File: config.mk
export PLATFORM = sky130hd
export DESIGN_NAME = sv39_ptw_pmap
export DESIGN_NICKNAME = d
export VERILOG_FILES = /design/src/design/sv39_ptw_pkg.sv /design/src/design/sv39_ptw_pmap.sv
export SDC_FILE = /design/constraint.sdc
export NUM_CORES = 1
export LEC_CHECK = 0
export BUFFER_PORTS_ARGS = -buffer_cell sky130_fd_sc_hd__buf_2
export CAP_MARGIN = 0
export CORE_MARGIN = 2
export CORE_UTILIZATION = 39
export DETAILED_ROUTE_END_ITERATION = 10
export GPL_TIMING_DRIVEN = 0
export SYNTH_ARGS = -nofsm -noshare
export SYNTH_HDL_FRONTEND = slang
export SYNTH_SLANG_ARGS = --single-unit
File: constraint.sdc
create_clock -name vclk -period 4.7
set_clock_uncertainty 0.15 [all_clocks]
set_input_delay 0.47 -clock vclk [all_inputs]
set_output_delay 0.47 -clock vclk [all_outputs]
set_load 0.01 [all_outputs]
File: src/design/sv39_ptw_pkg.sv
// Shared constants and types of the Sv39 page-table walker.
`default_nettype none
package sv39_ptw_pkg;

    localparam int TABLE_PAGES      = 256;
    localparam int ENTRIES_PER_PAGE = 512;
    localparam int STORE_DEPTH      = TABLE_PAGES * ENTRIES_PER_PAGE;

    localparam int PPN_W   = 44;
    localparam int VA_W    = 39;
    localparam int IDX_W   = 17;
    localparam int PTE_W   = 64;
    localparam int PA_W    = 56;
    localparam int VPN_W   = 9;
    localparam int OFS_W   = 12;
    localparam int CFG_W   = 44;
    localparam int PAGE_W  = (TABLE_PAGES > 1) ? $clog2(TABLE_PAGES) : 1;
    localparam int ADDR_W  = PAGE_W + VPN_W;

    // PTE flag bits
    localparam int PTE_V = 0;
    localparam int PTE_R = 1;
    localparam int PTE_W_BIT = 2;
    localparam int PTE_X = 3;
    localparam int PTE_PPN_LO = 10;

    // configuration register indexes
    localparam logic CFG_ROOT = 1'b0;
    localparam logic CFG_BASE = 1'b1;

    // input commands
    localparam logic CMD_WRITE = 1'b0;
    localparam logic CMD_XLATE = 1'b1;

    typedef enum logic [1:0] {
        ST_XLATED  = 2'd0,
        ST_FAULT   = 2'd1,
        ST_WRITTEN = 2'd2
    } t_status;

    // result of the page-range unit
    typedef struct packed {
        logic              hit;
        logic [ADDR_W-1:0] addr;
    } t_map;

endpackage
`default_nettype wire

File: src/design/sv39_ptw_pmap.sv
// Shared page-range unit: table page to store position, with range check.
`default_nettype none
module sv39_ptw_pmap (
    input  wire logic [sv39_ptw_pkg::PPN_W-1:0] i_ppn,
    input  wire logic [sv39_ptw_pkg::PPN_W-1:0] i_base,
    input  wire logic [sv39_ptw_pkg::VPN_W-1:0] i_vpn,
    output sv39_ptw_pkg::t_map                  o_map
);

    logic [sv39_ptw_pkg::PPN_W:0] rel;

    // one subtract; the borrow bit flags a page below the base
    assign rel = {1'b0, i_ppn} - {1'b0, i_base};

    always_comb begin
        o_map.hit  = !rel[sv39_ptw_pkg::PPN_W] &&
                     (rel < (sv39_ptw_pkg::PPN_W+1)'(sv39_ptw_pkg::TABLE_PAGES));
        o_map.addr = {rel[sv39_ptw_pkg::PAGE_W-1:0], i_vpn};
    end

endmodule
`default_nettype wire

==> reports/qor.log <==
[outcome] status completed
[placed_design] instance count after placement with tap cells included 730
[detailed_routing] WL/cell 15.5 um
[cells_and_area] final standard cell utilization of the core 47.7%
[detailed_routing] count of vias placed by the detailed router 4138
[worst_setup_path] Startpoint Class input pin
[floorplanning] Die X-Extent 98.4 um
[timing] slew at the pin closest to its max-slew limit 0.495 ns
[detailed_routing] post-detailed-route via-to-cell ratio 5.67
[pwr] leakage power figure 1.99 nW
[cells_and_area] number of nets in the final layout 766
[cells_and_area] fraction of layout cells with a size suffix above 1 26.7%
[yosys] nets in the synthesized netlist 658
[placed_design] worst slack at placement 0.375 ns
[floorplanning] count of standard-cell rows 34
[timing] part of the cycle the worst path needs 92.4%
[timing] worst hold slack after final layout 0.973 ns
[yosys] count leader, synth inv_1
[placed_design] Placer Congestion 0.956
[timing] unrepaired setup endpoints after global routing no
[worst_setup_path] cell type of the slowest stage on the worst timing path fa_1
[worst_setup_path] startpoint-to-endpoint class of the critical path in2out
[yosys] leading post-synthesis cells by instance count 57 x inv_1, 45 x a21oi_1, 44 x ha_1
[yosys] leading area contributor after synthesis ha_1
[yosys] share of the yosys chip area belonging to registers 0%
[pwr] worst ir drop on vdd 69.1 uV
[yosys] library cells used by synthesis 79
[cells_and_area] final cell count without fillers 730
[yosys] count of yosys warnings during synthesis 0
[hold_path] Hold Path Cell Cnt 2
[yosys] mean cell area of the mapped netlist 6.73 um^2
[timing] maximum frequency from static timing analysis 230 MHz
[timing] worst-case headroom to the max-slew limit 66.7%
[placed_design] estimated wirelength of the detail-placed design 9660 um
[global_route] largest net degree at the start of global routing 11
[global_route] number of antenna violations at the first check in global routing 0
[floorplanning] Chip Height 98.4 um
[run] maxcap violations 0
[timing] number of hold violations in the final report 0
[worst_setup_path] longest individual stage delay on the worst path 0.41 ns
[global_route] GRT overflow 0
[global_route] overall routing resource usage 22.4%
[yosys] Synth top area share 15.9%
[worst_setup_path] highest fanout seen on the critical path 6
[timing] Setup violations, final 0
[floorplanning] Core ar. 8680 um^2
[timing] time the final worst path needs with I/O delays and setup 4.34 ns
[worst_setup_path] arrival time of the worst setup path 3.72 ns
[timing] setup ws final 0.356 ns
[floorplanning] Initial Utilization 40.0%
[global_route] via count of the first global-routing pass 3867
[cells_and_area] total of clock buffers placed in the layout 0
[worst_setup_path] critical-path cell list buf_2 -> inv_1 -> ha_1 -> inv_1 -> fa_1 -> a21o_1 -> a221oi_4 -> o21ai_2 -> a211oi_2 -> nor2_1 -> a21oi_1 -> a31oi_1 -> a211oi_1 -> nor2_1 -> nor4_2 -> buf_2
[detailed_routing] number of iterations in the first detailed-routing pass 5
[cells_and_area] Layout Cell Area excl Fill 4140 um^2
[detailed_routing] DRC violation count after routing 0
[pwr] total power consumption of the routed design 558 uW
[yosys] gate count of the mapped netlist 516
[worst_setup_path] crit path capture type primary output
[cts] post_cts resized 0
[cts] Post-CTS Hold Buffers 0
[yosys] cell area after technology mapping 3470 um^2
[hold_path] worst min-delay path endpoint o_map[0]
[timing] Final Max Tran Viols 0
[cells_and_area] register area 0 um^2
[global_route] global-route wire length before repair 18300 um
[worst_setup_path] critical path data required time 4.08 ns
[floorplanning] area enclosed by the die boundary 9670 um^2
[cells_and_area] Inserted Diodes 0
[placed_design] input/output buffers 106
[hold_path] Min-Delay Path Class in2out
[pwr] pwr dens 135 nW/um^2
[yosys] ranking of synthesized cells by area ha_1 16%, a21oi_1 6.5%, inv_1 6.2%, nand2_1 4.5%, o21ai_0 4.5%
[timing] TNS Setup 0 ns
[worst_setup_path] delay-heaviest family, CP compound AO/OA/AOI/OAI gates
[placed_design] post-detailed-placement cell area 4140 um^2
[floorplanning] top-level port count 115
[worst_setup_path] buffers plus inverters on the worst setup path 4
[cts] Post CTS Setup Buffer Count 0
[detailed_routing] Iteration-0 DRC Markers 198
[cells_and_area] number of sequential cells 0
[detailed_routing] post-detailed-route count of antenna-violating nets 0
[cells_and_area] Area growth, synth to finish 19.2%
[hold_path] startpoint of the worst hold path i_vpn[0]
[detailed_routing] routed wire length 11300 um
layout by cell type, fill, tap and decap left out, drive strengths merged, types with 4 or more instances in the layout:
| cell | instances |
|---|---|
| xnor2 | 9 |
| a21o | 17 |
| nand3 | 9 |
| nor2 | 32 |
| or3 | 6 |
| o41ai | 4 |
| o21bai | 5 |
| ha | 44 |
| mux2i | 6 |
| nand2 | 42 |
| buf | 128 |
| clkbuf | 16 |
| o21ai | 35 |
| nand4 | 23 |
| a21oi | 49 |
| o211ai | 7 |
| nand2b | 9 |
| a211oi | 7 |
| nor2b | 7 |
| nor3 | 11 |
| xor2 | 6 |
| nor4 | 10 |
| and3 | 6 |
| inv | 57 |
| a31oi | 8 |
| o21a | 15 |
cell families (layout without fill, tap and decap cells):
family                   after synthesis  after routing  share of synthesized area [%]
adder cells (fa/ha/maj)               45             45                           16.4
buffers and inverters                 96            202                           14.0
AO/OA/AOI/OAI                        183            183                           37.5
AND/OR/NAND/NOR                      170            170                           26.2
XOR/XNOR                              15             15                           3.78
multiplexers                           7              7                           2.05
report_power, final:
part	switching [mW]	leakage (nW)	total (mW)	internal, mW
Sequential	0	0	0	0
Combinational	0.328	1.99	0.558	0.230
Clock	0	0	0	0
Total	0.328	1.99	0.558	0.230
final cells by class:
class	instances	area (um^2)
Fill cell	974	4540
Tap cell	108	135
Inverter	57	214
Multi-Input combinational cell	420	2990
Buffer	39	272
Timing Repair Buffer	106	531
how the worst max path moves through the flow:
stage / startpoint / endpoint / cells past startpoint
after detailed placement: i_ppn[0] / o_map[17] / 16
after CTS: i_ppn[0] / o_map[17] / 16
after global routing: i_ppn[0] / o_map[17] / 16
after global placement: i_ppn[0] / o_map[17] / 16
final: i_ppn[0] / o_map[17] / 16
after floorplan: i_ppn[0] / o_map[17] / 14
per-layer routing:
layer / wire length [um] / up-vias / GRT usage (%)
li1: - / 2109 / -
met1: 5040 / 1902 / 29.7
met2: 5480 / 111 / 40.2
met3: 489 / 16 / 0.644
met4: 285 / 0 / 4.95
met5: 0 / - / 0
Note: power is estimated with default switching activity, not from simulation.
